===== config.mk =====
export PLATFORM = sky130hd
export DESIGN_NAME = backslash_escape_decoder_top
export DESIGN_NICKNAME = d
export VERILOG_FILES = /design/src/rtl/bed_pkg.sv /design/src/rtl/bed_front.sv /design/src/rtl/bed_queue.sv /design/src/rtl/bed_back.sv /design/src/rtl/backslash_escape_decoder_top.sv
export SDC_FILE = /design/constraint.sdc
export NUM_CORES = 1
export LEC_CHECK = 0
export BUFFER_PORTS_ARGS = -buffer_cell sky130_fd_sc_hd__clkbuf_2
export CORE_AREA = 2 2 85 87
export CTS_BUF_LIST = sky130_fd_sc_hd__clkbuf_8
export DETAILED_ROUTE_END_ITERATION = 8
export DIE_AREA = 0 0 87 89
export PLACE_DENSITY = 0.77
export SYNTH_ARGS = -nofsm -noshare
export SYNTH_HDL_FRONTEND = slang
export SYNTH_SLANG_ARGS = --single-unit

===== constraint.sdc =====
create_clock -name clk -period 3.2 [get_ports clk]
set_input_delay 0.16 -clock clk [delete_from_list [all_inputs] [get_ports clk]]
set_output_delay 0.16 -clock clk [all_outputs]
set_load 0.03 [all_outputs]

===== src/rtl/bed_pkg.sv =====
// ----------------------------------------------------------------------------
// Backslash escape decoder package
// Shared types, character codes and small decode functions.
// ----------------------------------------------------------------------------
`timescale 1ns / 1ps

package bed_pkg;

  // Character codes.
  localparam logic [7:0] CHAR_BSL   = 8'h5C;
  localparam logic [7:0] CHAR_R     = 8'h72;
  localparam logic [7:0] CHAR_N     = 8'h6E;
  localparam logic [7:0] CHAR_T     = 8'h74;
  localparam logic [7:0] CHAR_X     = 8'h78;
  localparam logic [7:0] CHAR_ZERO  = 8'h30;
  localparam logic [7:0] CHAR_NINE  = 8'h39;
  localparam logic [7:0] CHAR_EIGHT = 8'h38;
  localparam logic [7:0] CHAR_LA    = 8'h61;
  localparam logic [7:0] CHAR_LF_HEX = 8'h66;
  localparam logic [7:0] CHAR_UA    = 8'h41;
  localparam logic [7:0] CHAR_UF    = 8'h46;
  localparam logic [7:0] CODE_CR    = 8'h0D;
  localparam logic [7:0] CODE_LF    = 8'h0A;
  localparam logic [7:0] CODE_TAB   = 8'h09;
  localparam logic [7:0] HEX_LA_OFS = 8'h57;  // 'a' - 10
  localparam logic [7:0] HEX_UA_OFS = 8'h37;  // 'A' - 10

  // Digit limits for numeric escapes.
  localparam logic [1:0] HEX_MAX = 2'd2;
  localparam logic [1:0] OCT_MAX = 2'd3;

  // Queue between front and back (depth must be a power of two).
  localparam int QDEPTH = 2;
  localparam int QAW    = (QDEPTH > 1) ? $clog2(QDEPTH) : 1;

  typedef enum logic [1:0] {
    PH_PLAIN = 2'd0,
    PH_ESC   = 2'd1,
    PH_HEX   = 2'd2,
    PH_OCT   = 2'd3
  } bed_phase_t;

  // One decoded result beat.
  typedef struct packed {
    logic [7:0] data;
    logic       has;
    logic       last;
  } bed_res_t;

  // One queue entry: the one or two results caused by an input beat.
  typedef struct packed {
    logic     two;
    bed_res_t r0;
    bed_res_t r1;
  } bed_entry_t;

  typedef struct packed {
    logic     emit;
    logic     to_esc;
    bed_res_t res;
  } bed_plain_t;

  typedef struct packed {
    logic       ok;
    logic [3:0] val;
  } bed_hex_t;

  // Plain-text handling of one byte.
  function automatic bed_plain_t plain_byte(logic [7:0] b, logic last);
    bed_plain_t p;
    p.emit     = 1'b1;
    p.to_esc   = 1'b0;
    p.res.data = b;
    p.res.has  = 1'b1;
    p.res.last = last;
    if (b == CHAR_BSL) begin
      if (last) begin
        // A trailing backslash becomes a bare end marker.
        p.res.data = 8'h00;
        p.res.has  = 1'b0;
      end else begin
        p.emit   = 1'b0;
        p.to_esc = 1'b1;
      end
    end
    return p;
  endfunction

  // Hex digit decode.
  function automatic bed_hex_t hex_digit(logic [7:0] b);
    bed_hex_t   h;
    logic [7:0] t;
    h.ok = 1'b0;
    t    = 8'h00;
    if (b >= CHAR_ZERO && b <= CHAR_NINE) begin
      h.ok = 1'b1;
      t    = b - CHAR_ZERO;
    end else if (b >= CHAR_LA && b <= CHAR_LF_HEX) begin
      h.ok = 1'b1;
      t    = b - HEX_LA_OFS;
    end else if (b >= CHAR_UA && b <= CHAR_UF) begin
      h.ok = 1'b1;
      t    = b - HEX_UA_OFS;
    end
    h.val = t[3:0];
    return h;
  endfunction

  function automatic logic is_octal(logic [7:0] b);
    return (b >= CHAR_ZERO) && (b < CHAR_EIGHT);
  endfunction

endpackage


===== src/rtl/bed_front.sv =====
// ----------------------------------------------------------------------------
// Backslash escape decoder front end
// Accepts input beats, tracks escape state and packs results into entries.
// ----------------------------------------------------------------------------
`timescale 1ns / 1ps

module bed_front (
  input  logic                clk,
  input  logic                rst_n,
  input  logic [7:0]          in_byte,
  input  logic                in_last,
  input  logic                in_valid,
  output logic                in_ready,
  input  logic                q_full,
  output logic                push,
  output bed_pkg::bed_entry_t push_entry
);

  bed_pkg::bed_phase_t phase_r, phase_nxt;
  logic [1:0]          cnt_r, cnt_nxt;
  logic [7:0]          acc_r, acc_nxt;

  logic                accept;
  logic                emit;
  bed_pkg::bed_plain_t pl;
  bed_pkg::bed_hex_t   hx;
  logic [1:0]          cnt_inc;
  logic [7:0]          acc_hex;
  logic [7:0]          acc_oct;

  assign in_ready = !q_full;
  assign accept   = in_valid && in_ready;
  assign push     = accept && emit;

  assign pl      = bed_pkg::plain_byte(in_byte, in_last);
  assign hx      = bed_pkg::hex_digit(in_byte);
  assign cnt_inc = cnt_r + 2'd1;
  assign acc_hex = {acc_r[3:0], hx.val};
  assign acc_oct = {acc_r[4:0], in_byte[2:0]};

  // Escape state machine: next state and the entry for this beat.
  always_comb begin
    phase_nxt  = phase_r;
    cnt_nxt    = cnt_r;
    acc_nxt    = acc_r;
    emit       = 1'b0;
    push_entry = '0;
    case (phase_r)
      bed_pkg::PH_PLAIN: begin
        emit          = pl.emit;
        push_entry.r0 = pl.res;
        phase_nxt     = pl.to_esc ? bed_pkg::PH_ESC : bed_pkg::PH_PLAIN;
        cnt_nxt       = 2'd0;
        acc_nxt       = 8'h00;
      end
      bed_pkg::PH_ESC: begin
        phase_nxt = bed_pkg::PH_PLAIN;
        cnt_nxt   = 2'd0;
        acc_nxt   = 8'h00;
        emit      = 1'b1;
        push_entry.r0 = '{data: in_byte, has: 1'b1, last: in_last};
        if (in_byte == bed_pkg::CHAR_R) begin
          push_entry.r0.data = bed_pkg::CODE_CR;
        end else if (in_byte == bed_pkg::CHAR_N) begin
          push_entry.r0.data = bed_pkg::CODE_LF;
        end else if (in_byte == bed_pkg::CHAR_T) begin
          push_entry.r0.data = bed_pkg::CODE_TAB;
        end else if (in_byte == bed_pkg::CHAR_X) begin
          // "\x" at the end of a string yields zero.
          push_entry.r0.data = 8'h00;
          if (!in_last) begin
            emit      = 1'b0;
            phase_nxt = bed_pkg::PH_HEX;
          end
        end else if (bed_pkg::is_octal(in_byte)) begin
          push_entry.r0.data = {5'd0, in_byte[2:0]};
          if (!in_last) begin
            emit      = 1'b0;
            phase_nxt = bed_pkg::PH_OCT;
            cnt_nxt   = 2'd1;
            acc_nxt   = {5'd0, in_byte[2:0]};
          end
        end
      end
      bed_pkg::PH_HEX: begin
        if (hx.ok && cnt_r < bed_pkg::HEX_MAX) begin
          if (cnt_inc >= bed_pkg::HEX_MAX || in_last) begin
            emit          = 1'b1;
            push_entry.r0 = '{data: acc_hex, has: 1'b1, last: in_last};
            phase_nxt     = bed_pkg::PH_PLAIN;
            cnt_nxt       = 2'd0;
            acc_nxt       = 8'h00;
          end else begin
            cnt_nxt = cnt_inc;
            acc_nxt = acc_hex;
          end
        end else begin
          // Run ended by another byte: number first, then the byte as text.
          emit           = 1'b1;
          push_entry.r0  = '{data: acc_r, has: 1'b1, last: 1'b0};
          push_entry.two = pl.emit;
          push_entry.r1  = pl.res;
          phase_nxt      = pl.to_esc ? bed_pkg::PH_ESC : bed_pkg::PH_PLAIN;
          cnt_nxt        = 2'd0;
          acc_nxt        = 8'h00;
        end
      end
      bed_pkg::PH_OCT: begin
        if (bed_pkg::is_octal(in_byte) && cnt_r < bed_pkg::OCT_MAX) begin
          if (cnt_inc >= bed_pkg::OCT_MAX || in_last) begin
            emit          = 1'b1;
            push_entry.r0 = '{data: acc_oct, has: 1'b1, last: in_last};
            phase_nxt     = bed_pkg::PH_PLAIN;
            cnt_nxt       = 2'd0;
            acc_nxt       = 8'h00;
          end else begin
            cnt_nxt = cnt_inc;
            acc_nxt = acc_oct;
          end
        end else begin
          emit           = 1'b1;
          push_entry.r0  = '{data: acc_r, has: 1'b1, last: 1'b0};
          push_entry.two = pl.emit;
          push_entry.r1  = pl.res;
          phase_nxt      = pl.to_esc ? bed_pkg::PH_ESC : bed_pkg::PH_PLAIN;
          cnt_nxt        = 2'd0;
          acc_nxt        = 8'h00;
        end
      end
      default: begin
        phase_nxt = bed_pkg::PH_PLAIN;
        cnt_nxt   = 2'd0;
        acc_nxt   = 8'h00;
      end
    endcase
    // The end of a string always returns to plain text.
    if (in_last) begin
      phase_nxt = bed_pkg::PH_PLAIN;
      cnt_nxt   = 2'd0;
      acc_nxt   = 8'h00;
    end
  end

  // State registers advance only on an accepted beat.
  always_ff @(posedge clk) begin
    if (!rst_n) begin
      phase_r <= bed_pkg::PH_PLAIN;
      cnt_r   <= 2'd0;
      acc_r   <= 8'h00;
    end else if (accept) begin
      phase_r <= phase_nxt;
      cnt_r   <= cnt_nxt;
      acc_r   <= acc_nxt;
    end
  end

endmodule


===== src/rtl/bed_queue.sv =====
// ----------------------------------------------------------------------------
// Backslash escape decoder entry queue
// Small FIFO of result entries between the front and back ends.
// ----------------------------------------------------------------------------
`timescale 1ns / 1ps

module bed_queue (
  input  logic                clk,
  input  logic                rst_n,
  input  logic                push,
  input  bed_pkg::bed_entry_t push_entry,
  output logic                full,
  input  logic                pop,
  output logic                head_valid,
  output bed_pkg::bed_entry_t head_entry
);

  bed_pkg::bed_entry_t         store_r [bed_pkg::QDEPTH];
  logic [bed_pkg::QAW-1:0]     wr_ptr_r, wr_ptr_nxt;
  logic [bed_pkg::QAW-1:0]     rd_ptr_r, rd_ptr_nxt;
  logic [bed_pkg::QAW:0]       count_r, count_nxt;
  logic                        do_push;
  logic                        do_pop;

  assign full       = (count_r == (bed_pkg::QAW+1)'(bed_pkg::QDEPTH));
  assign head_valid = (count_r != '0);
  assign head_entry = store_r[rd_ptr_r];
  assign do_push    = push && !full;
  assign do_pop     = pop && head_valid;

  // Pointer and occupancy update.
  always_comb begin
    wr_ptr_nxt = do_push ? wr_ptr_r + 1'b1 : wr_ptr_r;
    rd_ptr_nxt = do_pop ? rd_ptr_r + 1'b1 : rd_ptr_r;
    count_nxt  = count_r;
    if (do_push && !do_pop) begin
      count_nxt = count_r + 1'b1;
    end else if (do_pop && !do_push) begin
      count_nxt = count_r - 1'b1;
    end
  end

  always_ff @(posedge clk) begin
    if (!rst_n) begin
      wr_ptr_r <= '0;
      rd_ptr_r <= '0;
      count_r  <= '0;
    end else begin
      wr_ptr_r <= wr_ptr_nxt;
      rd_ptr_r <= rd_ptr_nxt;
      count_r  <= count_nxt;
    end
  end

  // Entry storage needs no reset.
  always_ff @(posedge clk) begin
    if (do_push) begin
      store_r[wr_ptr_r] <= push_entry;
    end
  end

endmodule


===== src/rtl/bed_back.sv =====
// ----------------------------------------------------------------------------
// Backslash escape decoder back end
// Unpacks queue entries into single result beats held in an output register.
// ----------------------------------------------------------------------------
`timescale 1ns / 1ps

module bed_back (
  input  logic                clk,
  input  logic                rst_n,
  input  logic                head_valid,
  input  bed_pkg::bed_entry_t head_entry,
  output logic                pop,
  output logic [7:0]          out_byte,
  output logic                out_has_byte,
  output logic                out_last,
  output logic                out_valid,
  input  logic                out_ready
);

  logic             out_valid_r, out_valid_nxt;
  logic             sel_r, sel_nxt;
  bed_pkg::bed_res_t res_r;
  bed_pkg::bed_res_t pick;
  logic             load;

  assign load = head_valid && (!out_valid_r || out_ready);
  assign pick = sel_r ? head_entry.r1 : head_entry.r0;

  // Pop the head once its final result goes into the output register.
  always_comb begin
    sel_nxt       = sel_r;
    pop           = 1'b0;
    out_valid_nxt = out_valid_r && !out_ready;
    if (load) begin
      out_valid_nxt = 1'b1;
      if (head_entry.two && !sel_r) begin
        sel_nxt = 1'b1;
      end else begin
        sel_nxt = 1'b0;
        pop     = 1'b1;
      end
    end
  end

  always_ff @(posedge clk) begin
    if (!rst_n) begin
      out_valid_r <= 1'b0;
      sel_r       <= 1'b0;
    end else begin
      out_valid_r <= out_valid_nxt;
      sel_r       <= sel_nxt;
    end
  end

  // Output payload register.
  always_ff @(posedge clk) begin
    if (load) begin
      res_r <= pick;
    end
  end

  assign out_valid    = out_valid_r;
  assign out_byte     = res_r.data;
  assign out_has_byte = res_r.has;
  assign out_last     = res_r.last;

endmodule


===== src/rtl/backslash_escape_decoder_top.sv =====
// ----------------------------------------------------------------------------
// Backslash escape decoder top level
// A result beat passes through the entry queue and the output register.
// Throughput: one input beat per cycle while the queue is not full; an input
//   beat that closes a numeric escape and carries a text byte yields two beats.
// Rate is set by the output register: one result beat per cycle while ready.
// Reset: synchronous, active low; escape state and queue are cleared at once.
// ----------------------------------------------------------------------------
`timescale 1ns / 1ps

module backslash_escape_decoder_top (
  input  logic       clk,
  input  logic       rst_n,
  input  logic [7:0] in_byte,
  input  logic       in_last,
  input  logic       in_valid,
  output logic       in_ready,
  output logic [7:0] out_byte,
  output logic       out_has_byte,
  output logic       out_last,
  output logic       out_valid,
  input  logic       out_ready
);

  logic                push;
  bed_pkg::bed_entry_t push_entry;
  logic                q_full;
  logic                pop;
  logic                head_valid;
  bed_pkg::bed_entry_t head_entry;

  // Front end: escape decoding.
  bed_front u_front (
    .clk        (clk),
    .rst_n      (rst_n),
    .in_byte    (in_byte),
    .in_last    (in_last),
    .in_valid   (in_valid),
    .in_ready   (in_ready),
    .q_full     (q_full),
    .push       (push),
    .push_entry (push_entry)
  );

  // Entry queue.
  bed_queue u_queue (
    .clk        (clk),
    .rst_n      (rst_n),
    .push       (push),
    .push_entry (push_entry),
    .full       (q_full),
    .pop        (pop),
    .head_valid (head_valid),
    .head_entry (head_entry)
  );

  // Back end: result beats.
  bed_back u_back (
    .clk          (clk),
    .rst_n        (rst_n),
    .head_valid   (head_valid),
    .head_entry   (head_entry),
    .pop          (pop),
    .out_byte     (out_byte),
    .out_has_byte (out_has_byte),
    .out_last     (out_last),
    .out_valid    (out_valid),
    .out_ready    (out_ready)
  );

endmodule


==> metrics.cfg, run 1 <==
[cts]
clockBufferDepth = 2
clk_pin_slew_ps = 80
cts_made_buffers = 9
clock_latency_ps = 350
cts_root_buf = clkbuf_8
hold_buffers = 0
ctsHtreeMaxLevel = 3
cts_tree = built
cts_resized = 0
cts_setup_buffers = 0
cts_sinks = 71

[place]
hpwlAfterDp_um = 7020
dp.cells = 447
gp_congestion = 1.06
port_buffers = 24

[setup_path]
critPathKind = reg -> reg
cp-start-kind = register
crit_arrival_ps = 2990
ff2ff_setup_slack_ps = 490
critical_path_required_ps = 3480
r2r_start = u_front.cnt_r[0]
worstPathMaxFanout = 5
r2r_cells = 9
reg2reg_to = u_queue.count_r[1]
critical_path.endpoint_type = register

[synthesis]
yosys.area.top_type_share_pct = 41.0
synth_compound_area_share_pct = 15.9
synth_common_cells = 52 x edfxtp_1, 28 x nand2_1, 26 x nor2_1
synth.largest_area_cell = edfxtp_1
yosysSeqAreaShare_pct = 51.0
avgSynthCellArea_um2 = 10.9
yosys.area_share.xor_xnor_pct = 0.920
post-synth-top-count-cell = edfxtp_1
synth_edf_count = 52
syn-cell-area_um2 = 3810
ys_warn_count = 0
synthAdderAreaFrac_pct = 2.30
yosysUniqueCellTypes = 63
synth.area.top_cells = edfxtp_1 41%, dfxtp_1 10%, mux4_2 5.9%, nand2_1 2.8%, nor2_1 2.6%
ys.flop_type = edfxtp_1
syn-instance-count = 350
synth_fp_nets = 370
synth-seq-cells = 71
synthArstFlopShare_pct = 0
synthSimpleGateAreaFrac_pct = 19.1
synth_top_family_by_area = simple AND/OR/NAND/NOR gates
synthMuxAreaShare_pct = 6.96

[route]
dr_total_vias = 3099
drt-initial-drc-count = 277
routed_wl_um = 9880
drtPass1Iterations = 5
ant_nets = 0
remaining_drc_errors = 0
vias_per_cell = 6.69
routedWlPerCell_um = 21.3

[global_routing]
grt_max_degree = 22
overflow = 0
grt_pass1_wl_um = 15500
grt_pass1_vias = 2940
antenna_found_initial = 0
grt_use_total_pct = 26.8

[hold_path]
min_path_type = in -> reg
hold_end = u_back.out_valid
worst_hold_path.num_cells = 4
hp-start = out_ready

[final_layout]
fillerInstances = 526
antenna_cells_inserted = 0
syn_to_final_growth_pct = 11.5
drive_above_1_share_pct = 17.5
fin_nets = 398
postLayoutCoreUtil_pct = 63.2
layout.cells.non_filler = 463

[timing]
tns_ps = 0
drv_slew = 0
max-slew-margin-rel_pct = 54.7
max_clock_freq_mhz = 369
finClkSkew_ps = 12.6
finalSetupViolCount = 0
fin_crit_sh_pct = 84.7
tightest_slew_ps = 671
final_hold_viol_count = 0
rsz0062_at_grt = false
fin_crit_ps = 2710

[floorplan]
ios = 25
core_area_um2 = 6720
die-height_um = 89
die_w_um = 87
design.die.area_um2 = 7740
start_util_pct = 56.7
core.rowCount = 30

[pwr]
p_per_area_nw_per_um2 = 654
switchingPower_mw = 0.863
power.leakage_nw = 1.51
power.internal_mw = 1.92
ir_worst_vdd_mv = 0.278
p_clk_share_pct = 27.8
total_power_mw = 2.78
p_comb_share_pct = 26.3
power_switching_share_pct = 31.1
seq_power_share_pct = 45.9

[outcome]
status = completed

[job]
drv_cap = 0

-- metrics by stage --
step                      instance area, µm²  setup slack, ps  hold slack [ps]
after global routing                    4250              294              188
after global placement                  4030              500              478
after floorplan                         3810              157              310
after detailed placement                4030              408              477
final                                   4250              489              170
after CTS                               4250              531              148
-- power by group through the flow --
stage	logic, mW	clock network (mW)	registers (mW)
floorplan	0.425	0	1.40
global placement	0.727	0	1.29
detailed placement	0.736	0	1.30
CTS	0.737	0.783	1.28
global route	0.797	0.817	1.29
finish	0.731	0.772	1.27
-- cell usage in the layout, fill, tap and decap left out, drive strengths merged, types with 13 or more instances in the layout --
master,n
a21oi,13
buf,14
clkbuf,33
dfxtp,19
edfxtp,52
inv,14
nand2,28
nor2,26
nor3,15
o21ai,20
-- state kept, by name, summed over array words and instances, names as in the netlist, named ones only --
signal,flops
u_back.sel_r,1
u_back.out_last,1
u_back.out_valid,1
u_front.cnt_r,2
u_front.acc_r,8
u_front.phase_r,2
u_queue.rd_ptr_r,1
u_back.out_byte,8
u_queue.wr_ptr_r,1
u_queue.store_r,42
u_back.out_has_byte,1
u_queue.count_r,2
-- critical path, stage by stage, from the launching register on --
cell and delay (ps):
dfxtp_1 390, inv_1 60, ha_1 330, nand2b_1 150
a2111oi_0 500, a211o_1 220, a31oi_1 140, ha_1 340
or3_1 370, a21oi_1 140
-- layer usage --
metal | part of all wire [%] | global-route usage, % | routed length (µm) | vias to the layer above
met5 | 0 | 0 | 0 | -
met4 | 4.7 | 14.6 | 465 | 0
met3 | 9.8 | 6.46 | 969 | 43
met2 | 45 | 40.9 | 4450 | 214
met1 | 40 | 35.4 | 3990 | 1425
li1 | - | - | - | 1417
-- kinds of logic (layout without fill, tap and decap cells) --
kind of cell,Yosys count,in the layout
multiplexers,14,14
flip-flops,71,71
XOR/XNOR,4,4
AO/OA/AOI/OAI,87,87
AND/OR/NAND/NOR,135,135
adder cells (fa/ha/maj),7,7
buffers and inverters,32,65
-- area by class of cell --
cell class | instances | area, µm² | area share, %
clock buffer | 9 | 124 | 2.92
sequential | 71 | 1940 | 45.7
tap | 80 | 100 | 2.36
inverter | 11 | 41.3 | 0.972
timing repair buffer | 38 | 225 | 5.30
multi-input combinational | 247 | 1730 | 40.6
clock inverter | 7 | 88.8 | 2.09
-- worst max path at each step --
| stage | start | cells after the start | endpoint |
|---|---|---|---|
| global placement | in_byte[0] | 10 | u_queue.count_r[1] |
| CTS | u_front.cnt_r[0] | 9 | u_queue.count_r[1] |
| detailed placement | in_byte[0] | 10 | u_queue.count_r[1] |
| global route | u_front.cnt_r[0] | 9 | u_queue.count_r[1] |
| floorplan | in_byte[0] | 8 | u_queue.store_r[0][0] |
| finish | u_front.cnt_r[0] | 9 | u_queue.count_r[1] |
(Power assumes the default switching activity.)
==> inputs of run 2 (changes only) <==
- clock period: 3.2 -> 2.27 ns (I/O delays scaled with it)
==> metrics.cfg, run 2 (synthesized netlist as in run 1, its figures left out) <==
[setup_path]
worstPathMaxFanout = 4  ; was 5
cp-start-kind = register  ; unchanged
critical_path.endpoint_type = register  ; unchanged
critical_path_required_ps = 2550  ; was 3480 ps
critPathKind = reg -> reg  ; unchanged
crit_arrival_ps = 2480  ; was 2990 ps

[timing]
max_clock_freq_mhz = 455  ; was 369 MHz
max-slew-margin-rel_pct = 66.1  ; was 54.7%
finalSetupViolCount = 0  ; unchanged
finClkSkew_ps = 8.76  ; was 12.6 ps
drv_slew = 0  ; unchanged
fin_crit_sh_pct = 96.9  ; was 84.7%
final_hold_viol_count = 0  ; unchanged
tightest_slew_ps = 507  ; was 671 ps
fin_crit_ps = 2200  ; was 2710 ps
whs_ps = 136  ; was 170 ps
setup_ws_ps = 70.3  ; was 489 ps
rsz0062_at_grt = true  ; was false

[floorplan]
start_util_pct = 56.7  ; unchanged
die_w_um = 87  ; unchanged
design.die.area_um2 = 7740  ; unchanged
core_area_um2 = 6720  ; unchanged
ios = 25  ; unchanged
core.rowCount = 30  ; unchanged
die-height_um = 89  ; unchanged

[final_layout]
multi_input_area_um2 = 1800  ; was 1730 µm²
most-common-layout-cells = 54 x buf_4, 52 x edfxtp_1, 28 x nand2_1, 25 x nor2_1, 24 x clkbuf_2  ; was 52 x edfxtp_1, 28 x nand2_1, 26 x nor2_1, 24 x clkbuf_2
syn_to_final_growth_pct = 21.6  ; was 11.5%
fin_nets = 440  ; was 398
regMostFlops = u_queue.store_r  ; unchanged
final_common_cell = buf_4  ; was edfxtp_1
antenna_cells_inserted = 0  ; unchanged
fillerInstances = 498  ; was 526
largest_reg_flops = 42  ; unchanged
drive_above_1_share_pct = 28.2  ; was 17.5%
seq_area_um2 = 1940  ; about the same

[cts]
cts_made_buffers = 9  ; unchanged
cts_root_buf = clkbuf_8  ; unchanged
clock_latency_ps = 340  ; was 350 ps
cts_sinks = 71  ; unchanged
clk_pin_slew_ps = 80  ; about the same
hold_buffers = 0  ; unchanged
clockBufferDepth = 2  ; unchanged
cts_tree = built  ; unchanged
ctsHtreeMaxLevel = 3  ; unchanged

[route]
vias_per_cell = 6.48  ; was 6.69
remaining_drc_errors = 0  ; unchanged
routed_wl_um = 10100  ; was 9880 µm
drt-initial-drc-count = 348  ; was 277
ant_nets = 0  ; unchanged
dr_total_vias = 3272  ; was 3099
drtPass1Iterations = 5  ; unchanged
routedWlPerCell_um = 20.0  ; was 21.3 µm

[hold_path]
min_path_type = in -> reg  ; unchanged

[place]
port_buffers = 24  ; unchanged
place_ws_ps = -103  ; was 408 ps
hpwlAfterDp_um = 7630  ; was 7020 µm
gp_congestion = 0.990  ; was 1.06

[global_routing]
grt_max_degree = 22  ; unchanged
grt_pass1_vias = 3024  ; was 2940
overflow = 0  ; unchanged
grt_pass1_wl_um = 16000  ; was 15500 µm
grt_use_total_pct = 27.7  ; was 26.8%
antenna_found_initial = 0  ; unchanged

[outcome]
status = completed  ; unchanged

[pwr]
ir_worst_vdd_mv = 0.489  ; was 0.278 mV
p_per_area_nw_per_um2 = 846  ; was 654 nW/µm²
total_power_mw = 3.92  ; was 2.78 mW
power.leakage_nw = 1.70  ; was 1.51 nW

[job]
drv_cap = 0  ; unchanged

run 2: changes by cell type in the layout (fill, tap and decap cells not counted), sizes merged:
cell      before  now
buf           14   56
clkinvlp       0    2
bufinv         2    1
clkinv         2    1
run 2: area by class of cell:
| class | instances | share of cell area (%) |
|---|---|---|
| Timing Repair Buffer | 80 | 12.2 |
| Inverter | 11 | 0.891 |
| Multi-Input combinational cell | 247 | 38.7 |
| Clock buffer | 9 | 2.67 |
| Clock inverter | 7 | 1.40 |
| Sequential cell | 71 | 41.9 |
| Tap cell | 80 | 2.16 |
run 2: through the flow:
| step | setup TNS [ps] | area, µm² | instances | util [%] |
|---|---|---|---|---|
| 6_report | 0 | 4630 | 505 | 69.0 |
| 4_1_cts | 0 | 4620 | 505 | 68.8 |
| 3_3_place_gp | -63.5 | 4390 | 487 | 65.4 |
| 5_1_grt | -37.4 | 4630 | 505 | 69.0 |
| 2_1_floorplan | 0 | 3850 | 350 | - |
| 3_5_place_dp | -250 | 4390 | 487 | 65.4 |
run 2: per-layer routing:
metal	track usage, %	wire (µm)	vias up
met2	43.7	4810	174
met1	38.5	4300	1561
li1	-	-	1505
met3	4.99	764	32
met5	0	0	-
met4	10.4	215	0
run 2: report_power, final:
part | internal (mW) | leakage (nW) | switching [mW] | total (mW)
clock | 0.499 | 0.0959 | 0.468 | 0.968
combinational | 0.485 | 0.967 | 0.695 | 1.18
sequential | 1.69 | 0.642 | 0.0794 | 1.77
total | 2.68 | 1.70 | 1.24 | 3.92
run 2: critical path, cell delays in order (launching register included):
cell	delay, ps
dfxtp_1	420
buf_4	180
nor3_1	60
and4_4	200
a211o_1	300
a31oi_2	200
ha_1	260
or3_1	370
a21oi_1	130
run 2: final timing paths:
kind	start	end	slack, ps	cells after the start
worst max-delay path	u_front.cnt_r[1]	u_queue.count_r[1]	70	8
worst min register to register	u_front.acc_r[0]	u_front.acc_r[0]	510	2
worst min-delay path	out_ready	u_back.out_valid	140	4
worst max register to register	u_front.cnt_r[1]	u_queue.count_r[1]	70	8
run 2: repair_timing:
item | in CTS | in global routing
setup buffers | 2 | 0
hold endpoints to repair | 0 | 0
pin swaps | 4 | 1
resized for setup | 3 | 2
setup endpoints to repair | 1 | 3
==> inputs of run 3 (changes only) <==
- SETUP_SLACK_MARGIN: default -> 0.15
==> metrics.cfg, run 3 (synthesized netlist as in run 1, its figures left out) <==
[outcome]
status = completed  ; unchanged

[global_routing]
overflow = 0  ; unchanged
antenna_found_initial = 0  ; unchanged
grt_max_degree = 22  ; unchanged
grt_pass1_vias = 3126  ; was 3024
grt_use_total_pct = 29.4  ; was 27.7%
grt_pass1_wl_um = 16900  ; was 16000 µm

[cts]
hold_buffers = 0  ; unchanged
cts_made_buffers = 9  ; unchanged
clockBufferDepth = 2  ; unchanged
cts_tree = built  ; unchanged
cts_sinks = 71  ; unchanged
ctsHtreeMaxLevel = 3  ; unchanged
clk_pin_slew_ps = 90  ; was 80 ps
cts_root_buf = clkbuf_8  ; unchanged
clock_latency_ps = 350  ; was 340 ps

[final_layout]
most-common-layout-cells = 65 x buf_4, 52 x edfxtp_1, 27 x nand2_1, 24 x nor2_1, 24 x clkbuf_2  ; was 54 x buf_4, 52 x edfxtp_1, 28 x nand2_1, 25 x nor2_1, 24 x clkbuf_2
antenna_cells_inserted = 0  ; unchanged
syn_to_final_growth_pct = 27.5  ; was 21.6%
fin_nets = 450  ; was 440
regMostFlops = u_queue.store_r  ; unchanged
largest_reg_flops = 42  ; unchanged
final_common_cell = buf_4  ; unchanged
postLayoutCoreUtil_pct = 72.3  ; was 69.0%
drive_above_1_share_pct = 34.3  ; was 28.2%

[setup_path]
worstPathMaxFanout = 4  ; unchanged
cp-start-kind = register  ; unchanged
critical_path_required_ps = 2540  ; was 2550 ps
cpMostUsedCell = ha_4
crit_arrival_ps = 2440  ; was 2480 ps
worstPathCellList = inv_2, ha_4, nor2b_1, a211o_1, a31oi_4, ha_4, or3_1, a21oi_1  ; was buf_4, nor3_1, and4_4, a211o_1, a31oi_2, ha_1, or3_1, a21oi_1
critical_path.endpoint_type = register  ; unchanged
critPathSlowestCell = dfxtp_2  ; was dfxtp_1
max_stage_delay_ps = 360  ; was 420 ps
critPathKind = reg -> reg  ; unchanged
r2r_cells = 8  ; unchanged

[place]
hpwlAfterDp_um = 7980  ; was 7630 µm
gp_congestion = 0.951  ; was 0.990
port_buffers = 24  ; unchanged

[route]
dr_total_vias = 3368  ; was 3272
route.met2.wl_um = 5210  ; was 4810 µm
vias_per_cell = 6.54  ; was 6.48
top_layer = met4  ; unchanged
remaining_drc_errors = 0  ; unchanged
ant_nets = 0  ; unchanged
wl_met1_um = 4380  ; was 4300 µm
routed_wl_um = 10700  ; was 10100 µm
routedWlPerCell_um = 20.8  ; was 20.0 µm
wl_met3_um = 815  ; was 764 µm
drt-initial-drc-count = 369  ; was 348
drtPass1Iterations = 5  ; unchanged

[timing]
fin_crit_sh_pct = 95.4  ; was 96.9%
final_hold_viol_count = 0  ; unchanged
finalSetupViolCount = 0  ; unchanged
drv_slew = 0  ; unchanged
fin_crit_ps = 2170  ; was 2200 ps
max-slew-margin-rel_pct = 59.8  ; was 66.1%
tightest_slew_ps = 599  ; was 507 ps
tns_ps = 0  ; unchanged
whs_ps = 134  ; was 136 ps
finClkSkew_ps = 16.1  ; was 8.76 ps
rsz0062_at_grt = true  ; unchanged
max_clock_freq_mhz = 462  ; was 455 MHz

[floorplan]
ios = 25  ; unchanged
design.die.area_um2 = 7740  ; unchanged
start_util_pct = 56.7  ; unchanged
core_area_um2 = 6720  ; unchanged
die_w_um = 87  ; unchanged
die-height_um = 89  ; unchanged
core.rowCount = 30  ; unchanged

[pwr]
p_per_area_nw_per_um2 = 861  ; was 846 nW/µm²
total_power_mw = 4.18  ; was 3.92 mW
ir_worst_vdd_mv = 0.660  ; was 0.489 mV
power.leakage_nw = 1.79  ; was 1.70 nW

[hold_path]
min_path_type = in -> reg  ; unchanged
worst_hold_path.num_cells = 4  ; unchanged

[job]
drv_cap = 0  ; unchanged

[run 3: where the power goes]
group          internal, mW  switching, mW
sequential             1.69         0.0784
combinational         0.516          0.721
clock                 0.634          0.542
total                  2.84           1.34
[run 3: worst paths after layout]
path               startpoint                 end  slack (ps)
max          u_front.cnt_r[0]  u_queue.count_r[1]         100
min                 out_ready    u_back.out_valid         130
max reg2reg  u_front.cnt_r[0]  u_queue.count_r[1]         100
min reg2reg  u_front.acc_r[0]    u_front.acc_r[0]         490
[run 3: cell type report]
cell class,count,area (µm²)
clock inverters,7,104
flip-flops and latches,71,1950
multi-input cells,247,1890
clock buffers,9,124
fillers,487,1860
repair buffers,90,628
inverters,11,62.6
well taps,80,100
[run 3: worst max-delay path: cells and delay by family (launching register included)]
family / cells / cell delay (ps)
fa+ha+maj: 2 / 470
simple gates: 2 / 510
buf+inv: 1 / 50
compound gates: 3 / 710
flops: 1 / 360
[run 3: layer usage]
layer | GRT usage, % | vias up
met3 | 4.16 | 41
met5 | 0 | -
met4 | 12.4 | 0
met2 | 48.2 | 219
met1 | 39.5 | 1584
li1 | - | 1524
[run 3: what timing repair did]
| item | CTS | global route |
|---|---|---|
| setup endpoints to repair | 35 | 69 |
| setup buffers | 0 | 2 |
| gates resized for setup | 9 | 13 |
| pin swaps | 6 | 7 |
[run 3: per-stage QoR]
| stage | cell area [µm²] | worst slack, ps | cells |
|---|---|---|---|
| 5_1_grt | 4860 | 44.7 | 515 |
| 3_3_place_gp | 4510 | -157 | 497 |
| 2_1_floorplan | 3900 | 102 | 350 |
| 6_report | 4860 | 104 | 515 |
| 3_5_place_dp | 4510 | -185 | 497 |
| 4_1_cts | 4780 | 48.1 | 513 |
